### src/hw/rtl/jos_pkg.sv
`default_nettype none
// Shared types and constants for the jet overlap and kinematic selector.
// No dependencies; imported by every module of the block.
package jos_pkg;

	// Item kinds carried on the input tuser
	typedef enum logic [1:0] {
		CMD_JET      = 2'd0,
		CMD_ELECTRON = 2'd1,
		CMD_MUON     = 2'd2
	} cmd_t;

	// Register indexes (byte address = 4 * index)
	localparam logic [1:0] REG_PT_MIN   = 2'd0;
	localparam logic [1:0] REG_ETA_MAX  = 2'd1;
	localparam logic [1:0] REG_ELEC_DR  = 2'd2;
	localparam logic [1:0] REG_MUON_DR  = 2'd3;

	// Field widths
	localparam int unsigned ETA_W = 16;
	localparam int unsigned PHI_W = 15;
	localparam int unsigned PT_W  = 24;
	localparam int unsigned DR_W  = 15;
	localparam int unsigned PTM_W = 25;

	// Angles in Q3.12 radians
	localparam logic [PHI_W-1:0] PI_Q12     = 15'd12868;
	localparam logic [PHI_W-1:0] TWO_PI_Q12 = 15'd25736;

	// Register reset values
	localparam logic [PTM_W-1:0] PT_MIN_RST  = {PTM_W{1'b1}};
	localparam logic [ETA_W-1:0] ETA_MAX_RST = 16'h8000;

	// Kinematic pass bits of the stored jet
	typedef struct packed {
		logic jvf_ok;
		logic eta_ok;
		logic pt_ok;
	} kin_t;

	// Output tdata bit positions
	localparam int unsigned OUT_ELEC = 0;
	localparam int unsigned OUT_MUON = 1;
	localparam int unsigned OUT_PT   = 2;
	localparam int unsigned OUT_ETA  = 3;
	localparam int unsigned OUT_JVF  = 4;
	localparam int unsigned OUT_ACC  = 5;

endpackage
`default_nettype wire

### src/hw/rtl/jos_dr_cmp.sv
`default_nettype none
// Squared delta-R compare of one particle against the stored jet.
// Depends on jos_pkg for widths and the pi constants.
module jos_dr_cmp
	import jos_pkg::*;
(
	input  wire logic signed [ETA_W-1:0] eta,
	input  wire logic signed [PHI_W-1:0] phi,
	input  wire logic signed [ETA_W-1:0] jet_eta,
	input  wire logic signed [PHI_W-1:0] jet_phi,
	input  wire logic        [DR_W-1:0]  thr,
	output logic                         in_cone
);

	logic signed [ETA_W:0]   deta_s;
	logic        [ETA_W-1:0] deta;
	logic signed [PHI_W:0]   dphi_s;
	logic        [PHI_W-1:0] dphi_abs;
	logic        [PHI_W-1:0] dphi_wrap;
	logic        [PHI_W-1:0] dphi;
	logic        [2*ETA_W-1:0] deta_sq;
	logic        [2*PHI_W-1:0] dphi_sq;
	logic        [2*ETA_W:0]   dist_sq;
	logic        [2*DR_W-1:0]  thr_sq;

	// absolute differences
	assign deta_s   = {eta[ETA_W-1], eta} - {jet_eta[ETA_W-1], jet_eta};
	assign deta     = deta_s[ETA_W] ? ETA_W'(-deta_s) : deta_s[ETA_W-1:0];
	assign dphi_s   = {phi[PHI_W-1], phi} - {jet_phi[PHI_W-1], jet_phi};
	assign dphi_abs = dphi_s[PHI_W] ? PHI_W'(-dphi_s) : dphi_s[PHI_W-1:0];

	// fold phi difference into 0..pi
	assign dphi_wrap = (dphi_abs > TWO_PI_Q12) ? dphi_abs - TWO_PI_Q12 : dphi_abs;
	assign dphi      = (dphi_wrap > PI_Q12) ? TWO_PI_Q12 - dphi_wrap : dphi_wrap;

	// exact squared compare
	assign deta_sq = deta * deta;
	assign dphi_sq = dphi * dphi;
	assign thr_sq  = thr * thr;
	assign dist_sq = {1'b0, deta_sq} + {3'b000, dphi_sq};
	assign in_cone = dist_sq < {3'b000, thr_sq};

endmodule
`default_nettype wire

### src/hw/rtl/jos_kin.sv
`default_nettype none
// Kinematic cuts of a jet item: pt, |eta| and the vertex-fraction bit.
// Depends on jos_pkg for kin_t and field widths.
module jos_kin
	import jos_pkg::*;
(
	input  wire logic signed [ETA_W-1:0] eta,
	input  wire logic        [PT_W-1:0]  pt,
	input  wire logic                    jvf_pass,
	input  wire logic        [PTM_W-1:0] pt_min,
	input  wire logic        [ETA_W-1:0] eta_max,
	output kin_t                         kin
);

	logic signed [PTM_W:0] pt_ext;
	logic signed [PTM_W:0] ptm_ext;
	logic        [ETA_W:0] eta_abs;
	logic signed [ETA_W:0] eta_ext;

	// pt strictly above the signed minimum
	assign pt_ext  = {2'b00, pt};
	assign ptm_ext = {pt_min[PTM_W-1], pt_min};

	// |eta| needs one extra bit for the most negative code
	assign eta_ext = {eta[ETA_W-1], eta};
	assign eta_abs = eta_ext[ETA_W] ? (ETA_W+1)'(-eta_ext) : eta_ext;

	assign kin.pt_ok  = pt_ext > ptm_ext;
	assign kin.eta_ok = eta_abs < {1'b0, eta_max};
	assign kin.jvf_ok = jvf_pass;

endmodule
`default_nettype wire

### src/hw/rtl/jet_overlap_and_kinematic_selector.sv
`default_nettype none
// Top level of the jet overlap and kinematic selector.
// Depends on jos_pkg, jos_dr_cmp and jos_kin.
//
// A jet item (tuser = 0) stores the jet and its pt, |eta| and vertex-fraction
// cuts and clears the overlap flags; electron (1) and muon (2) items compare
// squared delta-R against the stored jet and set their flag when strictly
// inside the threshold. An item with tlast set yields one result byte:
// bit0 electron_ok, bit1 muon_ok, bit2 pt_ok, bit3 eta_ok, bit4 jvf_ok,
// bit5 accepted. Each item sits in the input register while the compare
// logic works on it, so one item is taken every clock while the input is
// not stalled; a result goes to the output register as its last item leaves
// the input register. Input stalls only while a result sits unread in the
// output register and the item in the input register is also a last one.
// Registers via APB at 0x0 pt_minimum, 0x4 eta_maximum, 0x8 electron_dr_min,
// 0xC muon_dr_min; write them only while no items are in flight.
module jet_overlap_and_kinematic_selector
	import jos_pkg::*;
(
	input  wire logic        clk,
	input  wire logic        arst_n,
	// input items
	input  wire logic        s_tvalid,
	output logic             s_tready,
	input  wire logic [55:0] s_tdata,  // eta[15:0], phi[30:16], pt[54:31], jvf_pass[55]
	input  wire logic [1:0]  s_tuser,  // cmd[1:0]
	input  wire logic        s_tlast,
	// result items
	output logic             m_tvalid,
	input  wire logic        m_tready,
	output logic [7:0]       m_tdata,  // electron_ok, muon_ok, pt_ok, eta_ok, jvf_ok,
	                                   // accepted, zeros[7:6]
	// configuration
	input  wire logic        psel,
	input  wire logic        penable,
	input  wire logic        pwrite,
	input  wire logic [3:0]  paddr,
	input  wire logic [31:0] pwdata,
	output logic [31:0]      prdata,
	output logic             pready
);

	// configuration registers
	logic [PTM_W-1:0] pt_min_q;
	logic [ETA_W-1:0] eta_max_q;
	logic [DR_W-1:0]  elec_dr_q;
	logic [DR_W-1:0]  muon_dr_q;

	// input register
	logic                    s1_valid;
	cmd_t                    cmd_s1;
	logic signed [ETA_W-1:0] eta_s1;
	logic signed [PHI_W-1:0] phi_s1;
	logic        [PT_W-1:0]  pt_s1;
	logic                    jvf_s1;
	logic                    last_s1;

	// jet state
	logic signed [ETA_W-1:0] jet_eta_q;
	logic signed [PHI_W-1:0] jet_phi_q;
	kin_t                    kin_q;
	logic                    elec_seen_q;
	logic                    muon_seen_q;

	// result register
	logic       out_valid_q;
	logic [5:0] out_bits_q;

	logic          s_acc;
	logic          out_free;
	logic          s1_adv;
	logic          in_cone;
	logic [DR_W-1:0] thr;
	kin_t          kin_new;
	kin_t          kin_nx;
	logic          elec_nx;
	logic          muon_nx;
	logic [5:0]    res_bits;

	// APB: always ready, write on the access phase
	assign pready = 1'b1;

	always_ff @(posedge clk or negedge arst_n) begin
		if (!arst_n) begin
			pt_min_q  <= PT_MIN_RST;
			eta_max_q <= ETA_MAX_RST;
			elec_dr_q <= '0;
			muon_dr_q <= '0;
		end else if (psel && penable && pwrite) begin
			case (paddr[3:2])
				REG_PT_MIN:  pt_min_q  <= pwdata[PTM_W-1:0];
				REG_ETA_MAX: eta_max_q <= pwdata[ETA_W-1:0];
				REG_ELEC_DR: elec_dr_q <= pwdata[DR_W-1:0];
				REG_MUON_DR: muon_dr_q <= pwdata[DR_W-1:0];
				default: ;
			endcase
		end
	end

	always_comb begin
		case (paddr[3:2])
			REG_PT_MIN:  prdata = {7'd0, pt_min_q};
			REG_ETA_MAX: prdata = {16'd0, eta_max_q};
			REG_ELEC_DR: prdata = {17'd0, elec_dr_q};
			REG_MUON_DR: prdata = {17'd0, muon_dr_q};
			default:     prdata = '0;
		endcase
	end

	// flow control: only a last item can be held back by the output side
	assign out_free = !out_valid_q || m_tready;
	assign s1_adv   = s1_valid && (!last_s1 || out_free);
	assign s_tready = !s1_valid || s1_adv;
	assign s_acc    = s_tvalid && s_tready;

	always_ff @(posedge clk or negedge arst_n) begin
		if (!arst_n) begin
			s1_valid <= 1'b0;
		end else if (s_tready) begin
			s1_valid <= s_tvalid;
		end
	end

	always_ff @(posedge clk) begin
		if (s_acc) begin
			cmd_s1  <= cmd_t'(s_tuser);
			eta_s1  <= s_tdata[15:0];
			phi_s1  <= s_tdata[30:16];
			pt_s1   <= s_tdata[54:31];
			jvf_s1  <= s_tdata[55];
			last_s1 <= s_tlast;
		end
	end

	// compare and cut logic
	assign thr = (cmd_s1 == CMD_MUON) ? muon_dr_q : elec_dr_q;

	jos_dr_cmp u_dr (
		.eta     (eta_s1),
		.phi     (phi_s1),
		.jet_eta (jet_eta_q),
		.jet_phi (jet_phi_q),
		.thr     (thr),
		.in_cone (in_cone)
	);

	jos_kin u_kin (
		.eta      (eta_s1),
		.pt       (pt_s1),
		.jvf_pass (jvf_s1),
		.pt_min   (pt_min_q),
		.eta_max  (eta_max_q),
		.kin      (kin_new)
	);

	// next jet state for the item in the input register
	always_comb begin
		kin_nx  = kin_q;
		elec_nx = elec_seen_q;
		muon_nx = muon_seen_q;
		case (cmd_s1)
			CMD_JET: begin
				kin_nx  = kin_new;
				elec_nx = 1'b0;
				muon_nx = 1'b0;
			end
			CMD_ELECTRON: elec_nx = elec_seen_q || in_cone;
			CMD_MUON:     muon_nx = muon_seen_q || in_cone;
			default: ;
		endcase
	end

	always_ff @(posedge clk or negedge arst_n) begin
		if (!arst_n) begin
			jet_eta_q   <= '0;
			jet_phi_q   <= '0;
			kin_q       <= '0;
			elec_seen_q <= 1'b0;
			muon_seen_q <= 1'b0;
		end else if (s1_adv) begin
			if (cmd_s1 == CMD_JET) begin
				jet_eta_q <= eta_s1;
				jet_phi_q <= phi_s1;
			end
			kin_q       <= kin_nx;
			elec_seen_q <= elec_nx;
			muon_seen_q <= muon_nx;
		end
	end

	// result byte
	always_comb begin
		res_bits           = '0;
		res_bits[OUT_ELEC] = !elec_nx;
		res_bits[OUT_MUON] = !muon_nx;
		res_bits[OUT_PT]   = kin_nx.pt_ok;
		res_bits[OUT_ETA]  = kin_nx.eta_ok;
		res_bits[OUT_JVF]  = kin_nx.jvf_ok;
		res_bits[OUT_ACC]  = !elec_nx && !muon_nx && kin_nx.pt_ok && kin_nx.eta_ok
			&& kin_nx.jvf_ok;
	end

	always_ff @(posedge clk or negedge arst_n) begin
		if (!arst_n) begin
			out_valid_q <= 1'b0;
		end else if (s1_adv && last_s1) begin
			out_valid_q <= 1'b1;
		end else if (m_tready) begin
			out_valid_q <= 1'b0;
		end
	end

	always_ff @(posedge clk) begin
		if (s1_adv && last_s1) begin
			out_bits_q <= res_bits;
		end
	end

	assign m_tvalid = out_valid_q;
	assign m_tdata  = {2'b00, out_bits_q};

endmodule
`default_nettype wire

### config.mk
export PLATFORM = sky130hd
export DESIGN_NAME = jet_overlap_and_kinematic_selector
export DESIGN_NICKNAME = d
export VERILOG_FILES = /design/src/hw/rtl/jos_pkg.sv /design/src/hw/rtl/jos_dr_cmp.sv /design/src/hw/rtl/jos_kin.sv /design/src/hw/rtl/jet_overlap_and_kinematic_selector.sv
export SDC_FILE = /design/constraint.sdc
export NUM_CORES = 2
export LEC_CHECK = 0
export BUFFER_PORTS_ARGS = -buffer_cell sky130_fd_sc_hd__buf_4
export CAP_MARGIN = 20
export CORE_UTILIZATION = 30
export CTS_CLUSTER_DIAMETER = 200
export DETAILED_ROUTE_END_ITERATION = 8
export GPL_ROUTABILITY_DRIVEN = 0
export MAX_ROUTING_LAYER = met4
export PLACE_DENSITY = 0.57
export SETUP_SLACK_MARGIN = 0.02
export SYNTH_ARGS = -nofsm -noshare
export SYNTH_HDL_FRONTEND = slang
export SYNTH_SLANG_ARGS = --single-unit
### constraint.sdc
create_clock -name clk -period 20.7 [get_ports clk]
set_input_delay 2.07 -clock clk [delete_from_list [all_inputs] [get_ports clk]]
set_output_delay 2.07 -clock clk [all_outputs]
set_load 0.02 [all_outputs]
==> reports/results.tsv <==
stage	metric	value	unit
cts	postCtsSetupRepairBufs	0	
cells_and_area	mostFrequentLayoutCell	sky130_fd_sc_hd__inv_1	
timing	post-route-period-util	79.6	%
timing	fin_tns_setup	0	ps
grt	grt_use_total	14.8	%
routing	count_of_antenna_violating_nets_left_after_detailed_routing	0	
status	outcome	finished, final reports clean	
synth	synth.yosys.seq_area_share	15.0	%
die	die_area	0.106	mm^2
synth	ys_top_cells_by_area	sky130_fd_sc_hd__fa_1 32%, sky130_fd_sc_hd__ha_1 14%, sky130_fd_sc_hd__inv_1 8.1%	
worst_setup_path	endpoint_kind	flip-flop	
cells_and_area	final_util	33.5	%
routing	avgViaCountPerCell	4.69	
worst_setup_path	timing.reg2reg.worst_path_depth	60	
grt	globalRouteMet3Util	1.39	%
die	io_pins	145	
die	die_y	326	um
synth	syn_area	0.0315	mm^2
hold_path	worstHoldPathCells	2	
grt	grt_most_used_layer	met2	
worst_setup_path	worst-path-buf-inv	8	
synth	ys_ff_latch	174	
job	max_cap_violations	0	
timing	worst_pin_slew	1190	ps
worst_setup_path	timing.critical_path.required	20890	ps
timing	max_freq	0.0607	GHz
synth	postSynth.asyncResetShare	62.6	%
worst_setup_path	critPathKind	reg -> reg	
routing	post-route-drc-count	0	
timing	largest_clock_skew_in_the_final_design	16.9	ps
grt	vias_in_the_first_global_route	23640	
worst_setup_path	crit_cells	60	
placed_design	dp_hpwl	61800	um
timing	setup_viol	0	
cts	clock_root_buffer	sky130_fd_sc_hd__clkbuf_16	
grt	grt_max_degree	62	
die	start_util	30.4	%
timing	grt_setup_unrepaired	false	
cts	cts_max_path_buffers	2	
grt	global_route_wire_length_before_repair	123000	um
cts	clk_pin_slew	90	ps
cts	h-tree-depth	4	
cts	clk_latency	470	ps
worst_setup_path	worst-endpoint-arrival	16680	ps
synth	ys_warn_count	0	
worst_setup_path	crit_family	compound AO/OA/AOI/OAI gates	
placed_design	port_buffers	125	
die	placeable_core_region	0.104	mm^2
cts	tritoncts_clock_tree	done	
worst_setup_path	cp_max_stage_cell	sky130_fd_sc_hd__or2_1	
routing	wl	73200	um
timing	slew-limit-headroom	20.1	%
cts	cts-hold-fix-buffers	0	
worst_setup_path	critPathMaxFanout	22	
synth	synth_edf_count	65	
synth	synth_top_area_cell	sky130_fd_sc_hd__fa_1	
timing	timing.final.hold_violations	0	
cells_and_area	area_growth_syn_to_layout	10.5	%
die	floorplan.die.width	326	um
routing	vias_after_detailed_routing	22428	
routing	routedWlPerCell	15.3	um
die	placement_rows	118	
synth	ys_types	101	
timing	holdWs	491	ps
grt	grt_use_met2	25.4	%
cts	tritoncts_num_sinks	174	
hold_path	hold_path_class	reg -> reg	
worst_setup_path	timing.critical_path.from_type	flip-flop	
synth	synth.avg_cell_area	9.60	um^2
cells_and_area	num-nets-final	4355	
synth	dominantRegCellSynth	sky130_fd_sc_hd__dfrtp_1	
cts	cts_repair_resize_count	0	
grt	grt_overflow_total	0	
cells_and_area	n_antenna_cell	0	
timing	finalCriticalPeriod	16480	ps
cells_and_area	layout.cells.most_common_list	681 x sky130_fd_sc_hd__inv_1, 496 x sky130_fd_sc_hd__fa_1, 365 x sky130_fd_sc_hd__ha_1	
worst_setup_path	max_stage_delay	650	ps
cts	tritoncts.num_buffers	17	
grt	antenna_violations_before_repair	0	
timing	final-max-slew-violation-count	0	
grt	groute.layer.met1.usage	19.0	%
cells_and_area	final_layout_size_suffix_gt1_share	11.4	%
synth	synthDominantCellAreaShare	31.5	%
synth	syn_inst	3283	
routing	initialDrtViolationCount	997	
routing	detailedRoute.firstPassIterationCount	5	
path summary, 6_finish.rpt:
check,slack (ps),end,from
worst max register to register,4220,out_bits_q[1],phi_s1[3]
max in group asynchronous,17730,eta_max_q[2],arst_n
worst min register to register,490,jet_eta_q[1],jet_eta_q[1]
min in group asynchronous,1650,jet_phi_q[13],arst_n
worst max-delay path,4220,out_bits_q[1],phi_s1[3]
worst min-delay path,490,jet_eta_q[1],jet_eta_q[1]
area by class of cell:
class / instances / area, um^2
tap: 1380 / 1730
timing repair buffer: 166 / 1270
fill: 10690 / 69000
sequential: 174 / 4710
multi-input combinational: 2338 / 23800
clock inverter: 15 / 223
clock buffer: 17 / 425
inverter: 695 / 2610
kinds of logic after synthesis:
family	count (synthesis)	synth area share [%]
multiplexers	104	4.22
buffers and inverters	779	9.57
AND/OR/NAND/NOR	812	12.2
other	2	0.0238
flip-flops	174	15.0
adder cells (fa/ha/maj)	861	46.0
AO/OA/AOI/OAI	405	8.64
XOR/XNOR	146	4.35
metrics by stage:
step	cell area, um^2	instances	worst slack (ps)
2_1_floorplan	31500	3291	6870
3_5_place_dp	34100	4752	4290
5_1_grt	34800	4785	2890
3_3_place_gp	34100	4752	4380
6_report	34800	4785	4220
4_1_cts	34800	4784	4220
synthesized netlist by cell type (6+ instances only):
cell type and n:
sky130_fd_sc_hd__clkbuf_1 52, sky130_fd_sc_hd__fa_1 496, sky130_fd_sc_hd__o31ai_1 11, sky130_fd_sc_hd__clkinv_1 8, sky130_fd_sc_hd__and4_1 6, sky130_fd_sc_hd__nand3_1 33
sky130_fd_sc_hd__nand2b_1 59, sky130_fd_sc_hd__buf_4 15, sky130_fd_sc_hd__xor2_1 38, sky130_fd_sc_hd__nand2_1 247, sky130_fd_sc_hd__xnor2_1 98, sky130_fd_sc_hd__mux4_2 15
sky130_fd_sc_hd__and2_1 47, sky130_fd_sc_hd__nand4_1 17, sky130_fd_sc_hd__a2111oi_0 6, sky130_fd_sc_hd__or2_2 22, sky130_fd_sc_hd__nor3_1 47, sky130_fd_sc_hd__o21ai_1 8
sky130_fd_sc_hd__inv_1 681, sky130_fd_sc_hd__or3_1 11, sky130_fd_sc_hd__buf_2 10, sky130_fd_sc_hd__o21bai_1 12, sky130_fd_sc_hd__and3_1 19, sky130_fd_sc_hd__a21o_1 44
sky130_fd_sc_hd__a31oi_1 12, sky130_fd_sc_hd__a21oi_1 83, sky130_fd_sc_hd__mux2_2 70, sky130_fd_sc_hd__nor2_1 238, sky130_fd_sc_hd__inv_2 6, sky130_fd_sc_hd__o21ai_0 103
sky130_fd_sc_hd__nor4_1 13, sky130_fd_sc_hd__edfxtp_1 65, sky130_fd_sc_hd__dfrtp_1 83, sky130_fd_sc_hd__dfstp_2 26, sky130_fd_sc_hd__o211ai_1 10, sky130_fd_sc_hd__nor2b_1 20
sky130_fd_sc_hd__a211oi_1 15, sky130_fd_sc_hd__o21a_1 26, sky130_fd_sc_hd__mux2i_1 17, sky130_fd_sc_hd__a211o_1 7, sky130_fd_sc_hd__ha_1 365, sky130_fd_sc_hd__or4_1 9
state kept, by name (all words and copies together), names as in the netlist:
| register | flops |
|---|---|
| jvf_s1 | 1 |
| eta_max_q | 16 |
| jet_eta_q | 16 |
| jet_phi_q | 15 |
| muon_dr_q | 15 |
| cmd_s1 | 2 |
| eta_s1 | 16 |
| s1_valid | 1 |
| kin_q | 3 |
| elec_seen_q | 1 |
| elec_dr_q | 15 |
| last_s1 | 1 |
| pt_min_q | 25 |
| m_tvalid | 1 |
| pt_s1 | 24 |
| phi_s1 | 15 |
| muon_seen_q | 1 |
| out_bits_q | 6 |
worst register-to-register path, delay by kind of cell (launching register included):
| kind | cells | cell delay, ps |
|---|---|---|
| AO/OA/AOI/OAI | 22 | 5720 |
| adder cells (fa/ha/maj) | 12 | 5440 |
| AND/OR/NAND/NOR | 15 | 2910 |
| XOR/XNOR | 3 | 930 |
| buffers and inverters | 8 | 830 |
| flip-flops | 1 | 400 |
per-layer routing:
layer	wire (um)	part of all wire, %
met5	0	0
met4	706	0.96
met3	2730	3.7
met2	37100	51
met1	32700	45
Power is not shown: default switching activity piles up to over one toggle a cycle in this logic, so the estimate is an artifact.
